<file path="config.mk">
export PLATFORM = sky130hd
export DESIGN_NAME = hdsd_ram
export DESIGN_NICKNAME = d
export VERILOG_FILES = /design/src/rtl/core/hdsd_ram.sv
export SDC_FILE = /design/constraint.sdc
export NUM_CORES = 1
export LEC_CHECK = 0
export ABC_AREA = 1
export CAP_MARGIN = 25
export CORE_ASPECT_RATIO = 2
export CORE_MARGIN = 4
export CORE_UTILIZATION = 35
export DETAILED_ROUTE_END_ITERATION = 6
export DONT_BUFFER_PORTS = 1
export SYNTH_ARGS = -nofsm -noshare
export SYNTH_HDL_FRONTEND = slang
export SYNTH_SLANG_ARGS = --single-unit
export TNS_END_PERCENT = 50
</file>
<file path="constraint.sdc">
create_clock -name clk -period 1.35 [get_ports clk]
set_input_delay 0.135 -clock clk [delete_from_list [all_inputs] [get_ports clk]]
set_output_delay 0.135 -clock clk [all_outputs]
set_load 0.02 [all_outputs]
</file>
<file path="src/rtl/core/hdsd_ram.sv">
`default_nettype none
module hdsd_ram #(
	parameter int WIDTH = 8,
	parameter int DEPTH = 16
) (
	input  wire logic                     clk,
	input  wire logic                     we,
	input  wire logic [$clog2(DEPTH)-1:0] waddr,
	input  wire logic [WIDTH-1:0]         wdata,
	input  wire logic                     re,
	input  wire logic [$clog2(DEPTH)-1:0] raddr,
	output      logic [WIDTH-1:0]         rdata
);

	logic [WIDTH-1:0] mem [DEPTH];

	always_ff @(posedge clk) begin
		if (we) begin
			mem[waddr] <= wdata;
		end
		if (re) begin
			rdata <= mem[raddr];
		end
	end

endmodule
`default_nettype wire

</file>
==> reports/qor.txt <==
Status: finished, final reports clean
Clock share of power: 0.500
DP Wirelength: 9170 um
Crit-path max cell delay: 0.39 ns
Post-synthesis simple-gate area fraction: 0.2076
Synthesized instance count: 551
GRT Total Usage: 0.1525
Mapped Area: 5847 sq um
Vias in the first global route: 3858
Seq/Total Area, Yosys: 0.6985
Core box area: 16350 sq um
Leading cell type in the layout, fill and taps excluded: nand2_1
Xor and xnor area share after synthesis: 0
Largest net degree at the start of global routing: 66
Die height: 190.8 um
Setup tns final: 0 ns
Commonest non-fill, non-tap cells in the layout: nand2_1, edfxtp_1, inv_1
Worst path most repeated cell: nand2_1
Number of nets in the layout: 594
Post-route DRC: 0
RSZ-0062 raised after global routing: no
Comb power frac: 0.045
Least-Margin Pin Slew: 0.7597 ns
Total congestion overflow: 0
Overall Power: 10.60 mW
DRT iter0 DRCs: 248
First-pass detailed-route iteration total: 5
Worst setup SP type: register
ANT cells: 0
Post-route ant nets: 0
Crit-path slowest cell: edfxtp_1
Int Pwr: 8.563 mW
Die ar.: 18960 sq um
Arr. time, crit path: 1.28 ns
Largest family of logic cells by synthesized area: simple AND/OR/NAND/NOR gates
Area leader, netlist: edfxtp_1
Cts repair resizes: 0
Setup violators final: 0
CTS tree: yes
Hold Violations, Final: 0
Clock Latency Late Sink: 0.42 ns
Mux share of post-synthesis cell area: 0
CTS Buffer Depth: 2
Setup CP Type: register to register
Routed WL: 13690 um
CTS root buf: clkbuf_16
Share of layout cells above drive strength 1: 0.08503
Yosys top cell area share: 0.6985
Top post-synthesis cells by area: edfxtp_1, nand2_1, nand3_1
R2R cell count: 6
Row count: 66
Reg clk slew, reported paths: 0.06 ns
Via count: 3723
Syn_nets: 570
Critical-path cell list: nand2_1, nand2_1, nand2_1, nand3_1, nand3_1, nand2_1
Sink Count: 136
Pwr dens: 1537 nW/um^2
Initial antenna violation count: 0
Critical path required time: 1.52 ns
Hold crit path type: input pin to register
Reg-to-Reg End: rdata[2]$_DFFE_PP_
Vias per cell: 4.701
CP Max Fanout: 1
FF+latch count, synth: 136
Input/output buffers: 0
Die X-Extent: 99.39 um
Area Growth Syn to Fin: 17.98%
Total leakage power: 2.912 nW
Post-synthesis adder-cell area fraction: 0
Maximum clock frequency: 901.9 MHz
GPL Wtd Cong: 0.8182
Hold path startpoint: raddr[2]
First-pass GRT wire length: 21100 um
Avg Inst Size Synth: 10.61 sq um
H-tree levels: 4
Hold path depth: 3
FF-to-FF setup slack: 0.24 ns
Period utilization: 0.8214
Final critical-path required period: 1.109 ns
Max-slew violations: 0
Compound-cell area share of the yosys netlist: 0
Sequential Power Share: 0.455
Peak VDD IR: 0.8189 mV
Worst Setup End Kind: register
Sw power: 2.036 mW
Yosys warnings: 0
Initial Util: 0.3576
Origin of the critical flop-to-flop path: mem[12][2]$_DFFE_PP_
Sw Share: 0.1921
Max-Cap Viols: 0
Worst Hold Endpoint: rdata[3]$_DFFE_PP_
Layout Skew: 0.007845 ns
Synth cell types: 11
# IOs: 27
Slew headroom: 0.4919
Routed len/inst: 17.29 um
Num CTS Buffers: 17
power by group through the flow:
stage / Sequential, mW / Combinational (mW) / Clock, mW
2_1_floorplan: 4.89 / 0.333 / 0
3_3_place_gp: 4.91 / 0.376 / 0
3_5_place_dp: 4.91 / 0.380 / 0
4_1_cts: 4.82 / 0.482 / 5.38
5_1_grt: 4.83 / 0.532 / 5.58
6_report: 4.82 / 0.477 / 5.30
through the flow:
| step | area [sq um] | setup slack [ns] | std cells | hold WS [ns] | utilization |
|---|---|---|---|---|---|
| after CTS | 6898 | 0.2134 | 792 | 0.001978 | 0.4219 |
| after global placement | 6116 | 0.1551 | 750 | 0.2353 | 0.3740 |
| after detailed placement | 6116 | 0.1571 | 750 | 0.2352 | 0.3740 |
| after global routing | 6898 | 0.1668 | 792 | 0.03429 | 0.4219 |
| final | 6898 | 0.2412 | 792 | 0.02155 | 0.4219 |
| after floorplan | 5847 | 0.2642 | 551 | 0.2339 | - |
routing by layer:
layer,global-route usage,part of all wire,vias to the layer above
li1,-,-,1828
met1,0.1518,0.35,1753
met2,0.2780,0.55,111
met3,0.03479,0.044,31
met4,0.09732,0.049,0
met5,0,0,-
cells in the mapped netlist:
library cell and count:
buf_4 4, inv_1 100, buf_1 1, buf_2 13, buf_6 6, nand3b_1 2
edfxtp_1 136, inv_2 2, nand3_1 97, nor2_1 17, nand2_1 173
cells by family after synthesis:
kind of cell / Yosys count
buffers and inverters: 126
DFF: 136
and+or+nand+nor: 289
critical path: cells and delay by family, from the launching register on:
family           cells  cell delay [ns]
and+or+nand+nor      6             0.47
DFF                  1             0.39
cell type report:
cell class | count | area [sq um]
fill | 1535 | 9453
clock inverter | 13 | 249.0
timing repair buffer | 29 | 280.3
tap | 204 | 255.2
multi-input combinational | 289 | 1214
sequential | 136 | 4084
clock buffer | 19 | 432.9
inverter | 102 | 382.9
how the worst max path moves through the flow:
stage	start	end	slack, ns	depth (start not counted)
after CTS	mem[12][2]$_DFFE_PP_	rdata[2]$_DFFE_PP_	0.21	6
final	mem[12][2]$_DFFE_PP_	rdata[2]$_DFFE_PP_	0.24	6
after floorplan	waddr[2]	mem[10][0]$_DFFE_PP_	0.26	2
after detailed placement	raddr[1]	rdata[4]$_DFFE_PP_	0.16	5
after global placement	raddr[1]	rdata[4]$_DFFE_PP_	0.16	5
after global routing	mem[9][1]$_DFFE_PP_	rdata[1]$_DFFE_PP_	0.17	6
state kept, by name, summed over array words and instances, names as in the netlist:
register / count
mem: 128
rdata: 8
what timing repair did:
item | 4_1_cts | 5_1_grt
hold buffers | 10 | 0
setup endpoints to repair | 0 | 0
hold endpoints to repair | 144 | 0
setup buffers | 0 | 0
No activity file was read; power rests on OpenSTA's default activity.
