[config.mk]
export PLATFORM = sky130hd
export DESIGN_NAME = hdsd_leaf
export DESIGN_NICKNAME = d
export VERILOG_FILES = /design/src/rtl/core/hdsd_pkg.sv /design/src/rtl/core/hdsd_leaf.sv
export SDC_FILE = /design/constraint.sdc
export NUM_CORES = 1
export LEC_CHECK = 0
export BUFFER_PORTS_ARGS = -buffer_cell sky130_fd_sc_hd__buf_2
export CELL_PAD_IN_SITES_DETAIL_PLACEMENT = 1
export CELL_PAD_IN_SITES_GLOBAL_PLACEMENT = 1
export CORE_ASPECT_RATIO = 1.5
export CORE_MARGIN = 4
export CORE_UTILIZATION = 33
export DETAILED_ROUTE_END_ITERATION = 10
export PLACE_DENSITY_LB_ADDON = 0.1
export SLEW_MARGIN = 20
export SYNTH_ARGS = -nofsm -noshare
export SYNTH_HDL_FRONTEND = slang
export SYNTH_SLANG_ARGS = --single-unit
[constraint.sdc]
create_clock -name vclk -period 2.85
set_clock_uncertainty 0.1 [all_clocks]
set_input_delay 0.57 -clock vclk [all_inputs]
set_output_delay 0.57 -clock vclk [all_outputs]
set_load 0.03 [all_outputs]
[src/rtl/core/hdsd_pkg.sv]
`default_nettype none
package hdsd_pkg;

	localparam int NODE_COUNT   = 512;
	localparam int NODE_AW      = $clog2(NODE_COUNT);
	localparam int USED_W       = $clog2(NODE_COUNT + 1);
	localparam int MAX_CODE_LEN = 16;
	localparam int CODE_W       = 16;
	localparam int CODE_IDX_W   = $clog2(CODE_W);
	localparam int LEN_W        = 5;
	localparam int RAW_BITS     = 12;
	localparam int VALUE_W      = 13;
	localparam int SAMPLE_W     = 14;
	localparam int PREV_W       = 12;
	localparam int POS_W        = 6;
	localparam int START_W      = 5;
	localparam int DATA_W       = 32;

	typedef logic [1:0] status_t;
	localparam status_t ST_OK        = 2'd0;
	localparam status_t ST_FULL      = 2'd1;
	localparam status_t ST_NOBRANCH  = 2'd2;
	localparam status_t ST_EXHAUSTED = 2'd3;

	typedef struct packed {
		logic                      has1;
		logic                      has0;
		logic [NODE_AW-1:0]        child1;
		logic [NODE_AW-1:0]        child0;
		logic signed [VALUE_W-1:0] value;
	} node_t;

	localparam int NODE_W = $bits(node_t);

	typedef struct packed {
		logic signed [SAMPLE_W-1:0] sample;
		logic signed [POS_W-1:0]    pos;
		logic                       raw;
		status_t                    status;
	} result_t;

	typedef enum logic [3:0] {
		S_IDLE = 4'b0001,
		S_RD   = 4'b0010,
		S_EVAL = 4'b0100,
		S_NEW  = 4'b1000
	} state_t;

endpackage
`default_nettype wire

[src/rtl/core/hdsd_leaf.sv]
`default_nettype none
module hdsd_leaf (
	input  wire logic signed [hdsd_pkg::VALUE_W-1:0] sym,
	input  wire logic signed [hdsd_pkg::VALUE_W-1:0] escape,
	input  wire logic signed [hdsd_pkg::POS_W-1:0]   pos,
	input  wire logic [hdsd_pkg::DATA_W-1:0]         data,
	input  wire logic [hdsd_pkg::PREV_W-1:0]         prev,
	input  wire logic [hdsd_pkg::START_W-1:0]        start_pos,
	output      hdsd_pkg::result_t                   res
);

	localparam int LOW_W = hdsd_pkg::POS_W + 1;

	logic signed [LOW_W-1:0]          low;
	logic [hdsd_pkg::DATA_W-1:0]      shifted;
	logic signed [hdsd_pkg::SAMPLE_W-1:0] delta_sum;

	always_comb begin
		low       = LOW_W'(pos) - LOW_W'(hdsd_pkg::RAW_BITS - 1);
		shifted   = data >> low[hdsd_pkg::START_W-1:0];
		delta_sum = hdsd_pkg::SAMPLE_W'($signed({1'b0, prev}))
			+ hdsd_pkg::SAMPLE_W'(sym);
		res = '0;
		if (sym == escape) begin
			if (low < 0) begin
				// not enough bits left for the raw sample
				res.pos    = hdsd_pkg::POS_W'(start_pos);
				res.status = hdsd_pkg::ST_EXHAUSTED;
			end else begin
				res.sample = hdsd_pkg::SAMPLE_W'(shifted[hdsd_pkg::RAW_BITS-1:0]);
				res.pos    = pos - hdsd_pkg::POS_W'(hdsd_pkg::RAW_BITS);
				res.raw    = 1'b1;
				res.status = hdsd_pkg::ST_OK;
			end
		end else begin
			res.sample = delta_sum;
			res.pos    = pos;
			res.status = hdsd_pkg::ST_OK;
		end
	end

endmodule
`default_nettype wire

==> results of run 1 <==
==> synthesized netlist by cell type, drive strengths merged, types with 2 or more instances <==
cell,n
nor2b,3
a31oi,2
o31ai,2
clkbuf,5
a21o,4
mux2,12
nor4,2
nor3,4
and3,2
nand2,15
a2111oi,2
o211ai,2
a211oi,6
o21bai,2
buf,15
a311o,2
a21oi,24
o21ai,9
mux4,29
mux2i,23
nor2,19
xor2,21
xnor2,6
a211o,3
o22ai,6
inv,7
ha,15
==> how the worst max path moves through the flow <==
stage,end,slack [ns],depth (start not counted)
CTS,res[19],-0.42,8
floorplan,res[14],-0.14,8
detailed placement,res[16],-0.51,8
global placement,res[16],-0.47,8
finish,res[21],-0.47,10
global route,res[21],-0.56,10
==> report_power, final <==
group	total, mW	switching (mW)	internal, mW	leakage, nW
combinational	1.32	0.650	0.668	2.07
clock	0	0	0	0
sequential	0	0	0	0
==> layout make-up <==
type / count / area (µm²) / area share
multi-input combinational: 232 / 2920 / 0.617
timing repair buffer: 211 / 1690 / 0.356
tap: 78 / 97.6 / 0.0206
inverter: 8 / 30.0 / 0.00635
==> metal layers <==
layer	part of all wire	vias to the layer above
li1	-	1409
met1	0.35	1523
met2	0.57	116
met3	0.042	26
met4	0.030	0
met5	0	-
==> worst max-delay path, stage by stage <==
cell and delay, ns:
buf_8 0.10, ha_4 0.16, fa_2 0.34, a21o_1 0.20, a221oi_4 0.37, o311ai_4 0.15, a31oi_1 0.28, xor2_1 0.28
nor2_4 0.05, buf_6 0.14
==> kinds of logic after synthesis <==
| group | count (synthesis) | synth area share |
|---|---|---|
| and+or+nand+nor | 52 | 0.100 |
| AOI/OAI and AO/OA | 73 | 0.206 |
| adders and majority gates | 16 | 0.0873 |
| buffers and inverters | 28 | 0.0757 |
| muxes | 64 | 0.428 |
| xor gates and xnor gates | 27 | 0.103 |
==> through the flow <==
step,TNS [ns],power [mW]
CTS,-4.07,1.16
global route,-6.53,1.39
detailed placement,-7.12,0.971
floorplan,-1.18,0.638
global placement,-6.53,0.951
finish,-5.12,1.32
==> what timing repair did <==
action / CTS / global route
hold buffers: 0 / 0
pin swaps: 47 / 30
gates resized for setup: 114 / 56
cloned: 1 / 0
setup buffers: 15 / 13
setup endpoints to repair: 23 / 23
==> results.toml, run 1 <==
[power_and_ir_drop]
power_density_nw_per_um2 = 279
p_leak_nw = 2.07
ir_drop_v = 0.000125

[yosys]
syn-instance-count = 260
synth_top_area_cell = "mux4_2"
yosysTopAreaCellShare = 0.274
yosys_warnings = 0
synthTopCellsByArea = "mux4_2 27%, mux2i_1 9.7%, ha_1 7.9%"
syn_area_um2 = 2380
yosysSeqAreaShare = 0
synth_nets = 357
synth_cell_types = 55
avgSynthCellArea_um2 = 9.15

[global_routing]
grt_max_degree = 18
gr-usage-met2 = 0.460
grt_most_used_layer = "met2"
globalRouteMet1Util = 0.236
grt_pass1_wl_um = 16300
grt_usage = 0.225
globalRouteMet3Util = 0.0235
antenna_found_initial = 0
grt_pass1_vias = 3266
grt-ovfl-total = 0

[sta]
period_share = 1.16
relSlewSlack = 0.700
final_hold_viol_count = 0
setup_ws_ns = -0.468
min_period_ns = 3.32
tightest_slew_ns = 0.447
hold_slack_ns = 1.37
setup_violations = 20
max_freq_mhz = 301
rsz0062_at_grt = "yes"
slew_violations = 0

[cells_and_area]
final_common_cell = "buf_4"
clkbuf_count = 0
final_cell_mix = "85 x buf_4, 74 x buf_2, 37 x buf_6"
layout-drive-gt1-share = 0.743
fin_util = 0.681
fin_area_um2 = 4730
fillers = 736
final_cells = 529
antenna_cells = 0
seq_area_um2 = 0
seq_cells = 0
layout.nets = 550
area_growth_pct = 98.7

[floorplanning]
dieWidth_um = 77.3
core_area_um2 = 6940
row_count = 37
start_util = 0.343
die_h_um = 112
dieArea_um2 = 8660
io_pins = 104

[outcome]
violations = "setup timing"
outcome = "finished with violations"

[place]
port_buffers = 104
post_dp_cell_area_um2 = 3670
dp_worst_setup_slack_ns = -0.506
place_congestion = 0.828
dpl.hpwl_um = 7820
dpl.cell_count = 500

[route]
drt-total-wl_um = 12000
drcViolationCount = 0
drtIter0Drc = 164
via_per_inst = 5.81
first_pass_iters = 4
drt-wirelength-per-cell_um = 22.7
num_vias = 3074
drt.antenna.violating_nets = 0

[setup_path]
cp_data_required_time_ns = 2.18
end_kind = "output port"
path_class = "input pin to output port"
startpoint = "sym[0]"
cp_max_fo = 2
cp-start-kind = "input pin"
arrival_ns = 2.65

[hold_path]
hold_path.class = "input pin to output port"
min_to = "res[3]"
min_from = "start_pos[0]"
hold_depth = 3

[flow_run]
maxCapViolations = 0
(Power assumes the default switching activity.)
==> run 2: changes to the inputs <==
--- a/config.mk
+++ b/config.mk
@@ -9,9 +9,9 @@
 export CELL_PAD_IN_SITES_DETAIL_PLACEMENT = 1
 export CELL_PAD_IN_SITES_GLOBAL_PLACEMENT = 1
 export CORE_ASPECT_RATIO = 1.5
-export CORE_MARGIN = 4
 export CORE_UTILIZATION = 33
 export DETAILED_ROUTE_END_ITERATION = 10
+export MAX_ROUTING_LAYER = met4
 export PLACE_DENSITY_LB_ADDON = 0.1
 export SLEW_MARGIN = 20
 export SYNTH_ARGS = -nofsm -noshare
==> run 2 against run 1 <==
Compared with the run above:
- the run ends with DRC, setup timing left
- largest cell class unchanged
- power shrank 9.0%
- setup slack gained 0.013 ns
- global-route usage increased by 4.0 points
- sequential share of layout area stayed put
- count of clock-buffer cells in the layout unchanged
- first-iteration DRC count decreased by 61%
- core utilization is 4.0 points lower
- via count fell by 1.7%
- hold slack got worse by 0.0033 ns
- critical path type unchanged
- maximum frequency up 0.38%
- wire length fell by 8.5%
==> results.toml, run 2 (synthesized netlist as in run 1, its figures left out) <==
[power_and_ir_drop]
p_leak_nw = 1.96
netSwitchingFraction = 0.501
ir_drop_v = 0.000118
p_switching_mw = 0.601
total_power_mw = 1.20
power_density_nw_per_um2 = 271
power.share.clock = 0
p_int_mw = 0.598
power_frac_comb = 1.000
p_seq_frac = 0

[place]
port_buffers = 104
dpl.hpwl_um = 7490
place_congestion = 0.851

[route]
drt-total-wl_um = 11000
drcViolationCount = 9
drt-wirelength-per-cell_um = 21.0
drtIter0Drc = 64
drt.antenna.violating_nets = 0
via_per_inst = 5.80
first_pass_iters = 7
num_vias = 3022

[floorplanning]
die_h_um = 106
row_count = 37
core_area_um2 = 6900
start_util = 0.345
io_pins = 104
dieWidth_um = 71.3
dieArea_um2 = 7560

[setup_path]
crit_chain = "buf_8 > ha_4 > buf_4 > mux2_1 > mux2i_2 > mux2i_1 > and4_1 > a211o_4 > buf_2"
cp-start-kind = "input pin"
critPathMaxStageDelay_ns = 0.36
cp_max_fo = 10
end_kind = "output port"
cp.depth = 9
cp_data_required_time_ns = 2.18
cp_slowest_cell = "mux2_1"
worstPathBufferInverterCount = 3
arrival_ns = 2.64
path_class = "input pin to output port"
crit_family = "multiplexers"

[sta]
setup_ws_ns = -0.455
relSlewSlack = 0.706
tightest_slew_ns = 0.438
final_hold_viol_count = 0
setup_violations = 18
slew_violations = 0
period_share = 1.16
rsz0062_at_grt = "yes"
min_period_ns = 3.31
max_freq_mhz = 303

[cells_and_area]
antenna_cells = 0
layout.nets = 542
seq_area_um2 = 0
final_common_cell = "buf_4"
clkbuf_count = 0
fin_util = 0.641
layout-drive-gt1-share = 0.711
final_cell_mix = "88 x buf_4, 75 x buf_2, 29 x mux4_2, 29 x buf_6, 18 x xor2_1"
seq_cells = 0
area_growth_pct = 85.7

[global_routing]
grt-ovfl-total = 0
grt_pass1_vias = 3232
grt_max_degree = 22
grt_usage = 0.265
antenna_found_initial = 0
grt_pass1_wl_um = 15600

[flow_run]
maxCapViolations = 0

[clocking]
cts_hold_buf = 0

[hold_path]
hold_depth = 3
hold_path.class = "input pin to output port"
min_to = "res[3]"
min_from = "start_pos[0]"

[outcome]
violations = "DRC, setup timing"
outcome = "finished with violations"
run 2: cell types whose count changed in the layout (fill, tap and decap cells not counted), moves of 3 or more:
cell      before  now
a211oi_2       4    0
buf_8          8    4
buf_6         37   29
ha_1           4    7
a211oi_1       1    5
clkbuf_4       0    3
buf_12         7    4
buf_4         85   88
run 2: worst max path at each step:
stage,slack (ns),endpoint,startpoint
after floorplan,-0.14,res[14],pos[1]
after global placement,-0.54,res[16],pos[0]
after detailed placement,-0.59,res[12],pos[0]
after CTS,-0.45,res[19],pos[0]
after global routing,-0.54,res[11],pos[0]
final,-0.46,res[12],pos[0]
run 2: per-stage QoR:
step | worst slack [ns] | hold slack, ns | cell area (µm²) | instances | setup TNS, ns
after floorplan | -0.140 | 1.27 | 2600 | 260 | -1.18
after global placement | -0.543 | 1.42 | 3690 | 504 | -7.00
after detailed placement | -0.592 | 1.42 | 3690 | 504 | -7.80
after global routing | -0.536 | 1.38 | 4420 | 521 | -6.31
final | -0.455 | 1.37 | 4420 | 521 | -5.03
after CTS | -0.454 | 1.37 | 4190 | 517 | -4.81
run 2: cell type report:
type	instances	area (µm²)
Inverter	8	32.5
Timing Repair Buffer	203	1530
Multi-Input combinational cell	232	2760
Tap cell	78	97.6
Fill cell	755	2480
run 2: tightest hold or removal path: stages:
cell and delay [ns]:
buf_2 0.07, mux2_4 0.13, buf_6 0.12
run 2: layer usage:
metal,GRT usage,share of wire
met5,-,0
met4,0.0814,0.044
met3,0.0180,0.044
met2,0.538,0.57
met1,0.258,0.34
run 2: power groups by stage:
stage	sequential, mW	combinational [mW]	clock [mW]
floorplan	0	0.638	0
global placement	0	0.948	0
detailed placement	0	0.969	0
CTS	0	1.11	0
global route	0	1.26	0
finish	0	1.20	0
run 2: timing repair:
item,4_1_cts,5_1_grt
cloned,1,0
setup endpoints to repair,22,23
setup buffers,12,4
pin swaps,37,25
gates resized for setup,93,44
==> run 3: changes to the inputs <==
--- a/config.mk
+++ b/config.mk
@@ -5,11 +5,12 @@
 export SDC_FILE = /design/constraint.sdc
 export NUM_CORES = 1
 export LEC_CHECK = 0
+export ABC_AREA = 1
 export BUFFER_PORTS_ARGS = -buffer_cell sky130_fd_sc_hd__buf_2
 export CELL_PAD_IN_SITES_DETAIL_PLACEMENT = 1
 export CELL_PAD_IN_SITES_GLOBAL_PLACEMENT = 1
 export CORE_ASPECT_RATIO = 1.5
-export CORE_UTILIZATION = 33
+export CORE_UTILIZATION = 29
 export DETAILED_ROUTE_END_ITERATION = 10
 export MAX_ROUTING_LAYER = met4
 export PLACE_DENSITY_LB_ADDON = 0.1
==> run 3 against run 2 <==
Compared with the run above:
- flip-flop and latch count unchanged
- highest routed layer unchanged
- design area fell by 16%
- combinational power shrank 24%
- the flow now finishes without violations
- maximum frequency grew 17%
- core utilization is 23 points lower
- synthesized cell count grew 120%
- area after synthesis increased by 14%
- non-clock buffer count down 75
==> results.toml, run 3 <==
[floorplanning]
io_pins = 104
die_h_um = 121
row_count = 42
start_util = 0.302
dieArea_um2 = 9770
dieWidth_um = 81.0
core_area_um2 = 8990

[yosys]
muxShareOfSynthArea = 0
synth_compound_area_frac = 0.0543
avgSynthCellArea_um2 = 4.76
synth_nets = 668
yosysTopAreaCellShare = 0.343
synthSimpleGateAreaFrac = 0.710
synth_cell_types = 27
synth.most_common_cell = "nand2_1"
syn-instance-count = 571
synthTopCellsByCount = "248 x nand2_1, 159 x nand3_1, 37 x inv_1, 26 x nor2_1, 15 x ha_1"
yosys_warnings = 0
synthXorXnorAreaFrac = 0.0322
yosysSeqAreaShare = 0
synthTopCellsByArea = "nand2_1 34%, nand3_1 29%, ha_1 6.9%"
synth_top_family_by_area = "simple AND/OR/NAND/NOR gates"
syn_area_um2 = 2720
synthAdderAreaFrac = 0.0764
synth_top_area_cell = "nand2_1"

[sta]
setup_violations = 0
final_hold_viol_count = 0
max_freq_mhz = 355
period_share = 0.987
tightest_slew_ns = 0.301
slew_violations = 0
setup_tns_ns = 0
relSlewSlack = 0.797
min_period_ns = 2.81
setup_ws_ns = 0.0359
rsz0062_at_grt = "yes"
hold_slack_ns = 1.39

[cells_and_area]
layout.nets = 772
fin_util = 0.413
layout-drive-gt1-share = 0.263
multi_input_area_um2 = 2490
clkbuf_count = 0
final_common_cell = "nand2_1"
fin_area_um2 = 3710
seq_cells = 0
antenna_cells = 0
final_cell_mix = "240 x nand2_1, 152 x nand3_1, 91 x buf_2"
fillers = 1348
area_growth_pct = 36.6
seq_area_um2 = 0
final_cells = 783

[global_routing]
grt_max_degree = 36
antenna_found_initial = 0
grt_usage = 0.233
grt-ovfl-total = 0
grt_pass1_wl_um = 17800
grt_pass1_vias = 3976

[outcome]
outcome = "finished, final reports clean"

[route]
via_per_inst = 5.18
drt-wirelength-per-cell_um = 14.7
drt-total-wl_um = 11500
drcViolationCount = 0
drtIter0Drc = 161
num_vias = 4057
drt.antenna.violating_nets = 0
first_pass_iters = 5

[setup_path]
critPathMaxStageDelay_ns = 0.36
cp_data_required_time_ns = 2.18
cp-start-kind = "input pin"
cpMostUsedCell = "nand2_1"
path_class = "input pin to output port"
cp_slowest_cell = "fa_2"
arrival_ns = 2.14
crit_family = "simple AND/OR/NAND/NOR gates"
crit_end = "res[15]"
startpoint = "sym[0]"
cp_max_fo = 3
crit_chain = "buf_2 > ha_2 > fa_2 > nand3_2 > nand2_2 > nand2_1 > nand2_1 > or2_2 > nand3_1 > nand2_1 > buf_4"
end_kind = "output port"
cp.depth = 11
worstPathBufferInverterCount = 2

[flow_run]
maxCapViolations = 0

[place]
place_congestion = 0.875
dpl.cell_count = 779
port_buffers = 104
dp_worst_setup_slack_ns = -0.0525
dpl.hpwl_um = 9220
post_dp_cell_area_um2 = 3450

[hold_path]
min_from = "start_pos[1]"
hold_depth = 4
hold_path.class = "input pin to output port"

[power_and_ir_drop]
power_density_nw_per_um2 = 245
ir_drop_v = 0.0000946
p_leak_nw = 2.12
total_power_mw = 0.910

[clocking]
cts_hold_buf = 0
## run 3: cell types whose count changed after synthesis, sizes merged, moves of 11 or more
cell   before  now
inv         7   44
mux2i      23    0
mux4       29    0
nand2      15  252
nor2       19   30
nand3       0  159
mux2       12    0
xor2       21    4
## run 3: layout make-up
| class | count | share of cell area |
|---|---|---|
| Multi-Input combinational cell | 501 | 0.672 |
| Timing Repair Buffer | 128 | 0.244 |
| Inverter | 44 | 0.0469 |
| Tap cell | 110 | 0.0371 |
## run 3: tightest hold or removal path, delay by kind of cell
family                 cells  cell delay (ns)
buffers and inverters      2             0.25
AND/OR/NAND/NOR            2             0.09
## run 3: worst min-delay path by stage
stage	to	slack, ns
after CTS	res[4]	1.39
final	res[4]	1.39
after global routing	res[4]	1.43
after global placement	res[4]	1.39
after detailed placement	res[4]	1.39
after floorplan	res[22]	1.22
## run 3: what timing repair did
| item | in CTS | in global routing |
|---|---|---|
| gates cloned | 1 | 3 |
| pin swaps | 0 | 4 |
| gates resized for setup | 5 | 52 |
| setup endpoints to repair | 11 | 17 |
| buffers inserted | 0 | 0 |
## run 3: power by group
group / switching, mW / internal (mW) / leakage (nW) / total, mW
Clock: 0 / 0 / 0 / 0
Combinational: 0.556 / 0.355 / 2.12 / 0.910
Sequential: 0 / 0 / 0 / 0
## run 3: logic make-up after synthesis
kind of cell             count (synthesis)
adder cells (fa/ha/maj)                 16
AND/OR/NAND/NOR                        448
AO/OA/AOI/OAI                           29
buffers and inverters                   71
XOR/XNOR                                 7
## run 3: layer usage
metal / vias to the layer above / share of wire / GRT usage
met2: 85 / 0.56 / 0.474
met1: 1894 / 0.39 / 0.244
met4: 0 / 0.022 / 0.0335
li1: 2062 / - / -
met3: 16 / 0.026 / 0.00453
met5: - / 0 / -
